==> src/hw/rtl/clct_pkg.sv <==
// ----------------------------------------------------------------------------
// clct_pkg
// Shared types, codes and constants of the character-LCD command translator.
// ----------------------------------------------------------------------------
package clct_pkg;

  localparam int COLUMNS_DEF  = 20;
  localparam int ROWS_DEF     = 4;
  localparam int QUEUE_DEPTH  = 2;
  localparam int MAP_ROWS_MAX = 4;

  localparam int BYTE_W       = 8;
  localparam int COL_W        = 6;
  localparam int ROW_W        = 2;
  localparam int SLOT_W       = 3;
  localparam int LANE_W       = 3;
  localparam int GLYPH_ROW_W  = 5;
  localparam int GLYPH_ADDR_W = 6;
  localparam int GLYPH_SLOTS  = 8;
  localparam int GLYPH_LANES  = 8;
  localparam int BITS_W       = GLYPH_ROW_W * GLYPH_LANES;
  localparam int ACT_W        = 3;
  localparam int M_TDATA_W    = 64;
  localparam int PAD_W        = M_TDATA_W - BITS_W - SLOT_W - BYTE_W - ROW_W - COL_W;

  // command byte patterns
  localparam logic [7:0] CMD_CLEAR      = 8'b0000_0001;
  localparam logic [7:0] CMD_HOME       = 8'b0000_001?;
  localparam logic [7:0] CMD_ENTRY      = 8'b0000_01??;
  localparam logic [7:0] CMD_DISPLAY    = 8'b0000_1???;
  localparam logic [7:0] CMD_SHIFT      = 8'b0001_????;
  localparam logic [7:0] CMD_FUNCTION   = 8'b001?_????;
  localparam logic [7:0] CMD_GLYPH_ADDR = 8'b01??_????;
  localparam logic [7:0] CMD_TEXT_ADDR  = 8'b1???_????;

  localparam int ENTRY_UP_BIT   = 1;
  localparam int DISPLAY_ON_BIT = 2;

  typedef enum logic [ACT_W-1:0] {
    ACT_CLEAR,
    ACT_HOME,
    ACT_DISPLAY_ON,
    ACT_SET_CURSOR,
    ACT_WRITE_CHAR,
    ACT_LOAD_GLYPH
  } action_t;

  typedef enum logic [2:0] {
    OP_CLEAR,
    OP_HOME,
    OP_ENTRY,
    OP_DISPLAY_ON,
    OP_TEXT_ADDR,
    OP_GLYPH_ADDR,
    OP_DATA
  } op_kind_t;

  typedef struct packed {
    op_kind_t          kind;
    logic [BYTE_W-1:0] arg;
    logic              hit;
    logic [ROW_W-1:0]  row;
    logic [COL_W-1:0]  col;
  } op_t;

  // lowest bits first: col, row, chr, slot, bits, pad
  typedef struct packed {
    logic [PAD_W-1:0]  pad;
    logic [BITS_W-1:0] bits;
    logic [SLOT_W-1:0] slot;
    logic [BYTE_W-1:0] chr;
    logic [ROW_W-1:0]  row;
    logic [COL_W-1:0]  col;
  } out_data_t;

  typedef enum logic {
    BK_FIRST,
    BK_SECOND
  } bk_state_t;

  function automatic logic [7:0] row_offset(input int r);
    logic [7:0] off;
    case (r)
      0:       off = 8'h00;
      1:       off = 8'h40;
      2:       off = 8'h14;
      3:       off = 8'h54;
      default: off = 8'h00;
    endcase
    return off;
  endfunction

endpackage

==> src/hw/rtl/clct_front.sv <==
// ----------------------------------------------------------------------------
// clct_front
// Accepts bus items, decodes commands and maps text addresses onto the screen.
// ----------------------------------------------------------------------------
module clct_front #(
  parameter int COLUMNS = clct_pkg::COLUMNS_DEF,
  parameter int ROWS    = clct_pkg::ROWS_DEF
) (
  input  logic                        s_axis_tvalid,
  output logic                        s_axis_tready,
  input  logic [clct_pkg::BYTE_W-1:0] s_axis_tdata,
  input  logic                        s_axis_tuser,
  input  logic                        q_full,
  output logic                        q_push,
  output clct_pkg::op_t               q_op
);

  localparam int MAP_ROWS = (ROWS < clct_pkg::MAP_ROWS_MAX) ? ROWS : clct_pkg::MAP_ROWS_MAX;

  logic                         keep;
  logic                         hit;
  logic [clct_pkg::ROW_W-1:0]   map_row;
  logic [clct_pkg::COL_W-1:0]   map_col;
  logic [6:0]                   addr;

  assign addr = s_axis_tdata[6:0];

  // lowest-numbered matching row wins
  always_comb begin
    hit     = 1'b0;
    map_row = '0;
    map_col = '0;
    for (int r = MAP_ROWS - 1; r >= 0; r--) begin
      if (int'(addr) >= int'(clct_pkg::row_offset(r)) &&
          int'(addr) < int'(clct_pkg::row_offset(r)) + COLUMNS) begin
        hit     = 1'b1;
        map_row = clct_pkg::ROW_W'(r);
        map_col = clct_pkg::COL_W'({1'b0, addr} - clct_pkg::row_offset(r));
      end
    end
  end

  always_comb begin
    keep      = 1'b0;
    q_op.kind = clct_pkg::OP_DATA;
    q_op.arg  = s_axis_tdata;
    q_op.hit  = hit;
    q_op.row  = map_row;
    q_op.col  = map_col;
    if (s_axis_tuser) begin
      keep = 1'b1;
    end else begin
      case (s_axis_tdata) inside
        clct_pkg::CMD_CLEAR: begin
          keep      = 1'b1;
          q_op.kind = clct_pkg::OP_CLEAR;
        end
        clct_pkg::CMD_HOME: begin
          keep      = 1'b1;
          q_op.kind = clct_pkg::OP_HOME;
        end
        clct_pkg::CMD_ENTRY: begin
          keep      = 1'b1;
          q_op.kind = clct_pkg::OP_ENTRY;
        end
        clct_pkg::CMD_DISPLAY: begin
          keep      = s_axis_tdata[clct_pkg::DISPLAY_ON_BIT];
          q_op.kind = clct_pkg::OP_DISPLAY_ON;
        end
        clct_pkg::CMD_SHIFT, clct_pkg::CMD_FUNCTION: begin
          keep = 1'b0;
        end
        clct_pkg::CMD_TEXT_ADDR: begin
          keep      = 1'b1;
          q_op.kind = clct_pkg::OP_TEXT_ADDR;
        end
        clct_pkg::CMD_GLYPH_ADDR: begin
          keep      = 1'b1;
          q_op.kind = clct_pkg::OP_GLYPH_ADDR;
        end
        default: begin
          keep = 1'b0;
        end
      endcase
    end
  end

  assign s_axis_tready = !q_full;
  assign q_push        = s_axis_tvalid && !q_full && keep;

endmodule

==> src/hw/rtl/clct_queue.sv <==
// ----------------------------------------------------------------------------
// clct_queue
// Short queue of decoded operations between the front and back ends.
// ----------------------------------------------------------------------------
module clct_queue (
  input  logic          clk,
  input  logic          rst,
  input  logic          push,
  input  clct_pkg::op_t push_op,
  input  logic          pop,
  output logic          full,
  output logic          head_valid,
  output clct_pkg::op_t head_op
);

  localparam int DEPTH = clct_pkg::QUEUE_DEPTH;
  localparam int PTR_W = $clog2(DEPTH);
  localparam int CNT_W = $clog2(DEPTH + 1);

  clct_pkg::op_t      entries [DEPTH];
  logic [PTR_W-1:0]   wr_ptr;
  logic [PTR_W-1:0]   rd_ptr;
  logic [CNT_W-1:0]   count;
  logic               do_pop;

  assign full       = (count == CNT_W'(DEPTH));
  assign head_valid = (count != '0);
  assign head_op    = entries[rd_ptr];
  assign do_pop     = pop && head_valid;

  always_ff @(posedge clk) begin
    if (push) begin
      entries[wr_ptr] <= push_op;
    end
  end

  always_ff @(posedge clk) begin
    if (rst) begin
      wr_ptr <= '0;
      rd_ptr <= '0;
      count  <= '0;
    end else begin
      if (push) begin
        wr_ptr <= (wr_ptr == PTR_W'(DEPTH - 1)) ? '0 : wr_ptr + 1'b1;
      end
      if (do_pop) begin
        rd_ptr <= (rd_ptr == PTR_W'(DEPTH - 1)) ? '0 : rd_ptr + 1'b1;
      end
      if (push && !do_pop) begin
        count <= count + 1'b1;
      end else if (!push && do_pop) begin
        count <= count - 1'b1;
      end
    end
  end

endmodule

==> src/hw/rtl/clct_back.sv <==
// ----------------------------------------------------------------------------
// clct_back
// Carries out decoded operations: cursor, entry direction and glyph store,
// and drives the result register.
// ----------------------------------------------------------------------------
module clct_back #(
  parameter int COLUMNS = clct_pkg::COLUMNS_DEF,
  parameter int ROWS    = clct_pkg::ROWS_DEF
) (
  input  logic                           clk,
  input  logic                           rst,
  input  logic                           head_valid,
  input  clct_pkg::op_t                  head_op,
  output logic                           pop,
  output logic                           m_axis_tvalid,
  input  logic                           m_axis_tready,
  output logic [clct_pkg::M_TDATA_W-1:0] m_axis_tdata,
  output logic [clct_pkg::ACT_W-1:0]     m_axis_tuser,
  output logic                           m_axis_tlast
);

  clct_pkg::bk_state_t state, state_next;

  logic                                 count_up;
  logic                                 glyph_mode;
  logic [clct_pkg::GLYPH_ADDR_W-1:0]    glyph_address;
  logic [clct_pkg::ROW_W-1:0]           row_now;
  logic [clct_pkg::COL_W-1:0]           column_now;
  logic [clct_pkg::GLYPH_SLOTS-1:0][clct_pkg::GLYPH_LANES-1:0][clct_pkg::GLYPH_ROW_W-1:0]
                                        glyph_rows;
  logic [clct_pkg::GLYPH_LANES-1:0][clct_pkg::GLYPH_ROW_W-1:0] glyph_merged;
  logic [clct_pkg::SLOT_W-1:0]          gslot;
  logic [clct_pkg::LANE_W-1:0]          glane;

  logic                  load_ok;
  logic                  step;
  logic                  emit;
  logic                  res_last;
  clct_pkg::action_t     res_act;
  clct_pkg::out_data_t   res_data;

  assign load_ok = !m_axis_tvalid || m_axis_tready;
  assign step    = head_valid && load_ok;
  assign gslot   = glyph_address[clct_pkg::GLYPH_ADDR_W-1 -: clct_pkg::SLOT_W];
  assign glane   = glyph_address[clct_pkg::LANE_W-1:0];

  always_comb begin
    glyph_merged        = glyph_rows[gslot];
    glyph_merged[glane] = head_op.arg[clct_pkg::GLYPH_ROW_W-1:0];
  end

  // next state
  always_comb begin
    state_next = state;
    case (state)
      clct_pkg::BK_FIRST: begin
        if (step && (head_op.kind == clct_pkg::OP_CLEAR ||
                     (head_op.kind == clct_pkg::OP_DATA && !glyph_mode))) begin
          state_next = clct_pkg::BK_SECOND;
        end
      end
      clct_pkg::BK_SECOND: begin
        if (step) begin
          state_next = clct_pkg::BK_FIRST;
        end
      end
      default: state_next = clct_pkg::BK_FIRST;
    endcase
  end

  // outputs
  always_comb begin
    emit     = 1'b0;
    res_last = 1'b0;
    res_act  = clct_pkg::ACT_CLEAR;
    res_data = '0;
    pop      = 1'b0;
    if (step) begin
      case (head_op.kind)
        clct_pkg::OP_CLEAR: begin
          emit = 1'b1;
          if (state == clct_pkg::BK_FIRST) begin
            res_act = clct_pkg::ACT_CLEAR;
          end else begin
            res_act  = clct_pkg::ACT_HOME;
            res_last = 1'b1;
            pop      = 1'b1;
          end
        end
        clct_pkg::OP_HOME: begin
          emit     = 1'b1;
          res_act  = clct_pkg::ACT_HOME;
          res_last = 1'b1;
          pop      = 1'b1;
        end
        clct_pkg::OP_DISPLAY_ON: begin
          emit     = 1'b1;
          res_act  = clct_pkg::ACT_DISPLAY_ON;
          res_last = 1'b1;
          pop      = 1'b1;
        end
        clct_pkg::OP_TEXT_ADDR: begin
          emit         = head_op.hit;
          res_act      = clct_pkg::ACT_SET_CURSOR;
          res_last     = 1'b1;
          res_data.col = head_op.col;
          res_data.row = head_op.row;
          pop          = 1'b1;
        end
        clct_pkg::OP_DATA: begin
          emit = 1'b1;
          if (glyph_mode) begin
            res_act       = clct_pkg::ACT_LOAD_GLYPH;
            res_last      = 1'b1;
            res_data.slot = gslot;
            res_data.bits = glyph_merged;
            pop           = 1'b1;
          end else if (state == clct_pkg::BK_FIRST) begin
            res_act      = clct_pkg::ACT_SET_CURSOR;
            res_data.col = column_now;
            res_data.row = row_now;
          end else begin
            res_act      = clct_pkg::ACT_WRITE_CHAR;
            res_last     = 1'b1;
            res_data.chr = head_op.arg;
            pop          = 1'b1;
          end
        end
        default: begin
          pop = 1'b1;
        end
      endcase
    end
  end

  always_ff @(posedge clk) begin
    if (rst) begin
      state         <= clct_pkg::BK_FIRST;
      m_axis_tvalid <= 1'b0;
      count_up      <= 1'b1;
      glyph_mode    <= 1'b0;
      glyph_address <= '0;
      row_now       <= '0;
      column_now    <= '0;
      glyph_rows    <= '0;
    end else begin
      state <= state_next;
      if (load_ok) begin
        m_axis_tvalid <= emit;
      end
      if (pop) begin
        case (head_op.kind)
          clct_pkg::OP_CLEAR, clct_pkg::OP_HOME: begin
            glyph_mode <= 1'b0;
            row_now    <= '0;
            column_now <= '0;
          end
          clct_pkg::OP_ENTRY: begin
            count_up <= head_op.arg[clct_pkg::ENTRY_UP_BIT];
          end
          clct_pkg::OP_TEXT_ADDR: begin
            glyph_mode <= 1'b0;
            if (head_op.hit) begin
              row_now    <= head_op.row;
              column_now <= head_op.col;
            end
          end
          clct_pkg::OP_GLYPH_ADDR: begin
            glyph_mode    <= 1'b1;
            glyph_address <= head_op.arg[clct_pkg::GLYPH_ADDR_W-1:0];
          end
          clct_pkg::OP_DATA: begin
            if (glyph_mode) begin
              glyph_rows[gslot] <= glyph_merged;
              glyph_address     <= count_up ? glyph_address + 1'b1 : glyph_address - 1'b1;
            end else if (count_up) begin
              if (column_now >= clct_pkg::COL_W'(COLUMNS - 1)) begin
                column_now <= '0;
                row_now    <= (row_now >= clct_pkg::ROW_W'(ROWS - 1)) ? '0 : row_now + 1'b1;
              end else begin
                column_now <= column_now + 1'b1;
              end
            end else if (column_now == '0) begin
              column_now <= clct_pkg::COL_W'(COLUMNS - 1);
              row_now    <= (row_now == '0) ? clct_pkg::ROW_W'(ROWS - 1) : row_now - 1'b1;
            end else begin
              column_now <= column_now - 1'b1;
            end
          end
          default: begin
          end
        endcase
      end
    end
  end

  always_ff @(posedge clk) begin
    if (load_ok && emit) begin
      m_axis_tdata <= res_data;
      m_axis_tuser <= res_act;
      m_axis_tlast <= res_last;
    end
  end

endmodule

==> src/hw/rtl/char_lcd_command_translator.sv <==
// ----------------------------------------------------------------------------
// char_lcd_command_translator
// Turns character-LCD bus writes into logical display actions.
// ----------------------------------------------------------------------------
// An accepted item goes into the two-entry queue; its first result is
// then registered at the output. Throughput: one item per cycle while the
// queue is not full; the back end produces one result per cycle while the
// output is not stalled; two-result items use BK_FIRST then BK_SECOND.
// Reset: synchronous; clears queue, cursor, glyph state and glyph store.
module char_lcd_command_translator #(
  parameter int COLUMNS = clct_pkg::COLUMNS_DEF,
  parameter int ROWS    = clct_pkg::ROWS_DEF
) (
  input  logic                           clk,
  input  logic                           rst,
  input  logic                           s_axis_tvalid,
  output logic                           s_axis_tready,
  input  logic [clct_pkg::BYTE_W-1:0]    s_axis_tdata,  // bus_byte
  input  logic                           s_axis_tuser,  // func
  output logic                           m_axis_tvalid,
  input  logic                           m_axis_tready,
  // cursor_column[5:0], cursor_row[7:6], char_code[15:8], glyph_slot[18:16],
  // glyph_bits[58:19], zero[63:59]
  output logic [clct_pkg::M_TDATA_W-1:0] m_axis_tdata,
  output logic [clct_pkg::ACT_W-1:0]     m_axis_tuser,  // action
  output logic                           m_axis_tlast   // last
);

  logic          q_full;
  logic          q_push;
  logic          q_pop;
  logic          q_head_valid;
  clct_pkg::op_t q_op;
  clct_pkg::op_t q_head;

  clct_front #(
    .COLUMNS (COLUMNS),
    .ROWS    (ROWS)
  ) u_front (
    .s_axis_tvalid (s_axis_tvalid),
    .s_axis_tready (s_axis_tready),
    .s_axis_tdata  (s_axis_tdata),
    .s_axis_tuser  (s_axis_tuser),
    .q_full        (q_full),
    .q_push        (q_push),
    .q_op          (q_op)
  );

  clct_queue u_queue (
    .clk        (clk),
    .rst        (rst),
    .push       (q_push),
    .push_op    (q_op),
    .pop        (q_pop),
    .full       (q_full),
    .head_valid (q_head_valid),
    .head_op    (q_head)
  );

  clct_back #(
    .COLUMNS (COLUMNS),
    .ROWS    (ROWS)
  ) u_back (
    .clk           (clk),
    .rst           (rst),
    .head_valid    (q_head_valid),
    .head_op       (q_head),
    .pop           (q_pop),
    .m_axis_tvalid (m_axis_tvalid),
    .m_axis_tready (m_axis_tready),
    .m_axis_tdata  (m_axis_tdata),
    .m_axis_tuser  (m_axis_tuser),
    .m_axis_tlast  (m_axis_tlast)
  );

endmodule

==> config.mk <==
export PLATFORM = sky130hd
export DESIGN_NAME = char_lcd_command_translator
export DESIGN_NICKNAME = d
export VERILOG_FILES = /design/src/hw/rtl/clct_pkg.sv /design/src/hw/rtl/clct_front.sv /design/src/hw/rtl/clct_queue.sv /design/src/hw/rtl/clct_back.sv /design/src/hw/rtl/char_lcd_command_translator.sv
export SDC_FILE = /design/constraint.sdc
export NUM_CORES = 1
export LEC_CHECK = 0
export BUFFER_PORTS_ARGS = -buffer_cell sky130_fd_sc_hd__buf_4
export CORE_MARGIN = 2
export CORE_UTILIZATION = 60
export DETAILED_ROUTE_END_ITERATION = 12
export PLACE_DENSITY = 0.78
export SLEW_MARGIN = 10
export SYNTH_ARGS = -nofsm -noshare
export SYNTH_HDL_FRONTEND = slang
export SYNTH_SLANG_ARGS = --single-unit
export TNS_END_PERCENT = 50
==> constraint.sdc <==
create_clock -name clk -period 7 [get_ports clk]
set_input_delay 1.05 -clock clk [delete_from_list [all_inputs] [get_ports clk]]
set_output_delay 1.05 -clock clk [all_outputs]
set_load 0.02 [all_outputs]
==> run_results.csv <==
group,metric,value,unit
outcome,status,"complete, no violations",
setup_path,r2r_slack,2.77,ns
floorplan,dieArea,32500,um^2
routing,drc,0,
sta,setup_tns,0,ns
min_path,hold-path-cell-count,2,
synth,synth_top_family_by_area,"compound AO/OA/AOI/OAI gates",
global_routing,grt_max_degree,66,
synth,synth-edff-count,103,
routing,dr.pass1.iters,5,
synth,ys_seq_area_share,53.4,%
synth,yosysUniqueCellTypes,78,
synth,synth.area.top_cells,"dfxtp_1 37%, edfxtp_1 17%, a22o_1 12%",
min_path,hold_start,"u_back.glyph_rows[305]",
synth,post_synth_xor_area_fraction,0.469,%
routing,viasPerCell,6.66,
global_routing,grt_pass1_vias,14100,
routing,vias,14300,
routing,wl_met3,4.42,mm
setup_path,path_max_fanout,38,
setup_path,start_kind,"register",
cts,cts_root_buf,"clkbuf_16",
power_and_ir_drop,p_leak,7.59,nW
floorplan,boundaryPins,83,
sta,setup-violations-final,0,
synth,synthFlopType,"dfxtp_1",
setup_path,rr_endpoint,"u_back.glyph_rows[91]",
setup_path,r2r_cells,8,
setup_path,cp_data_required_time,7.49,ns
sta,rsz0062_at_grt,"false",
power_and_ir_drop,ir_drop,0.000244,V
power_and_ir_drop,p_per_area,331,nW/um^2
routing,top_layer,"met4",
power_and_ir_drop,p_total,6.92,mW
synth,synth_top_area_share,36.8,%
global_routing,track_usage,30.6,%
placed_design,preCtsSetupSlack,2.52,ns
synth,synth_compound_area_share,23.1,%
sta,relSlewSlack,23.8,%
sta,finalHoldViolCount,0,
global_routing,grt_pass1_wl,79.7,mm
global_routing,overflow,0,
sta,whs,0.444,ns
routing,totalWireLength,50.9,mm
cts,cts_tree,"done",
synth,synth_fa_ha_area_share,0.912,%
floorplan,dieHeight,180,um
min_path,hold_end,"u_back.glyph_rows[305]",
setup_path,criticalPathCategory,"reg2reg",
cts,cts_max_level,2,
routing,dr_wl_met2,23.5,mm
setup_path,crit_arrival,4.73,ns
flow_run,maxCapViolations,0,
final_layout,drive_gt1_share,17.2,%
cts,clockBufferDepth,3,
cts,cts.clk_slew.worst_paths,0.06,ns
cts,cts_resized,0,
routing,ant_nets,0,
synth,synthSimpleGateAreaFrac,9.10,%
synth,ys_top_cells_by_count,"343 x dfxtp_1, 255 x a22o_1, 148 x nand2_1, 103 x edfxtp_1, 103 x nor2_1",
sta,fin_skew,0.0139,ns
routing,met1Wirelength,21.6,mm
sta,finalCritPeriodShare,60.5,%
setup_path,end_kind,"register",
routing,wire_per_inst,23.7,um
sta,report.final.slew_viol_count,0,
min_path,hold_class,"reg2reg",
floorplan,core,30600,um^2
final_layout,fin_cells,2151,
synth,synth_warnings,0,
sta,setup_ws,2.77,ns
placed_design,dpl.hpwl,29.9,mm
cts,post_cts_buffers,0,
final_layout,area_growth,12.1,%
sta,period_minus_slack,4.23,ns
synth,synth.most_common_cell,"dfxtp_1",
placed_design,place_congestion,0.828,
routing,drtIter0Drc,1454,
cts,clk_latency,0.55,ns
synth,synth_cells,1700,
synth,synth.largest_area_cell,"dfxtp_1",
global_routing,antenna_found_initial,0,
placed_design,portBuffers,77,
placed_design,place_inst,2066,
cts,cts_buffers,46,
cts,clock-sinks,446,
sta,max_freq,236,MHz
floorplan,initial_utilization,61.0,%
final_layout,antenna_cells,0,
synth,syn_area,18700,um^2
floorplan,die_w,180,um
synth,ys_async_sr_fraction,0,%
cts,ctsHoldBuffers,0,
final_layout,final_area,20900,um^2
synth,synthMuxAreaShare,8.94,%
final_layout,fin_nets,1744,
floorplan,std_cell_rows,64,
synth,ys_ff_latch,446,
sta,tightest_slew,1.14,ns
synth,syn_area_per_cell,11.0,um^2
final_layout,fin_util,68.4,%
placed_design,postPlaceCellArea,19400,um^2
cells by family (layout without fill, tap and decap cells):
group / after synthesis / count (layout)
compound gates: 584 / 584
flops: 446 / 446
simple gates: 364 / 364
buf+inv: 156 / 205
mux: 126 / 126
fa+ha+maj: 13 / 13
xor+xnor: 10 / 10
other cells: 1 / 7
flip-flops by register name, summed over array words and instances, names as in the netlist, named ones only:
signal	count
u_back.column_now	6
u_back.count_up	1
u_back.glyph_address	6
u_back.glyph_mode	1
u_back.glyph_rows	320
u_back.m_axis_tdata	59
u_back.m_axis_tlast	1
u_back.m_axis_tuser	3
u_back.m_axis_tvalid	1
u_back.row_now	2
u_back.state	1
u_queue.count	2
u_queue.entries	40
u_queue.rd_ptr	1
u_queue.wr_ptr	1
area by class of cell:
cell class	instances	area, um^2
flip-flops and latches	446	9970
fillers	2322	9660
multi-input cells	1104	8090
clock buffers	71	1410
repair buffers	106	796
well taps	396	495
clock inverters	14	111
inverters	14	52.6
how the worst max path moves through the flow:
stage	cells after the start	startpoint	endpoint
detailed placement	8	m_axis_tready	u_back.glyph_rows[97]
global placement	8	m_axis_tready	u_back.glyph_rows[95]
floorplan	5	s_axis_tdata[3]	u_queue.entries[0][0]
finish	8	register	u_back.glyph_rows[91]
global route	8	register	u_back.glyph_rows[86]
CTS	8	register	u_back.glyph_rows[97]
cells in the final DEF, fill, tap and decap left out, types with 8 or more instances in the layout:
| cell type | Yosys | final |
|---|---|---|
| clkbuf_16 | 0 | 49 |
| a211oi_1 | 8 | 8 |
| nand2_1 | 148 | 148 |
| a221oi_1 | 23 | 23 |
| a22o_1 | 255 | 255 |
| and2_1 | 38 | 38 |
| mux2_2 | 43 | 43 |
| nor3_1 | 15 | 14 |
| o21ai_1 | 35 | 35 |
| inv_1 | 13 | 12 |
| nor2b_1 | 9 | 8 |
| mux2i_1 | 54 | 54 |
| edfxtp_1 | 103 | 103 |
| clkbuf_8 | 0 | 10 |
| clkbuf_1 | 43 | 11 |
| o21ai_0 | 96 | 96 |
| mux4_2 | 28 | 28 |
| a21oi_1 | 66 | 62 |
| o22ai_1 | 16 | 16 |
| ha_1 | 12 | 12 |
| dfxtp_1 | 343 | 340 |
| buf_4 | 19 | 106 |
| a31oi_1 | 12 | 11 |
| nor2_1 | 103 | 96 |
| a22oi_1 | 18 | 18 |
| clkinv_2 | 0 | 9 |
where the power goes:
part           total (mW)  switching [mW]  internal (mW)
clock                2.44            1.01           1.43
combinational        1.47            1.03          0.444
sequential           3.01           0.167           2.84
worst max-delay path, stage by stage, from the launching register on:
cell and delay, ns:
dfxtp_1 0.41, buf_4 0.45, mux2_2 0.34, nand2_1 0.17, nor2_4 0.91, nand3_1 0.37
nor3_2 0.90, buf_4 0.41, a22o_1 0.17
metal layers:
layer  track usage (%)  vias to the layer above
met5                 0                        -
met4              11.1                        0
met3              5.46                      114
met2              48.2                      717
met1              42.8                     7069
li1                  -                     6428
Note: power is estimated with default switching activity, not from simulation.
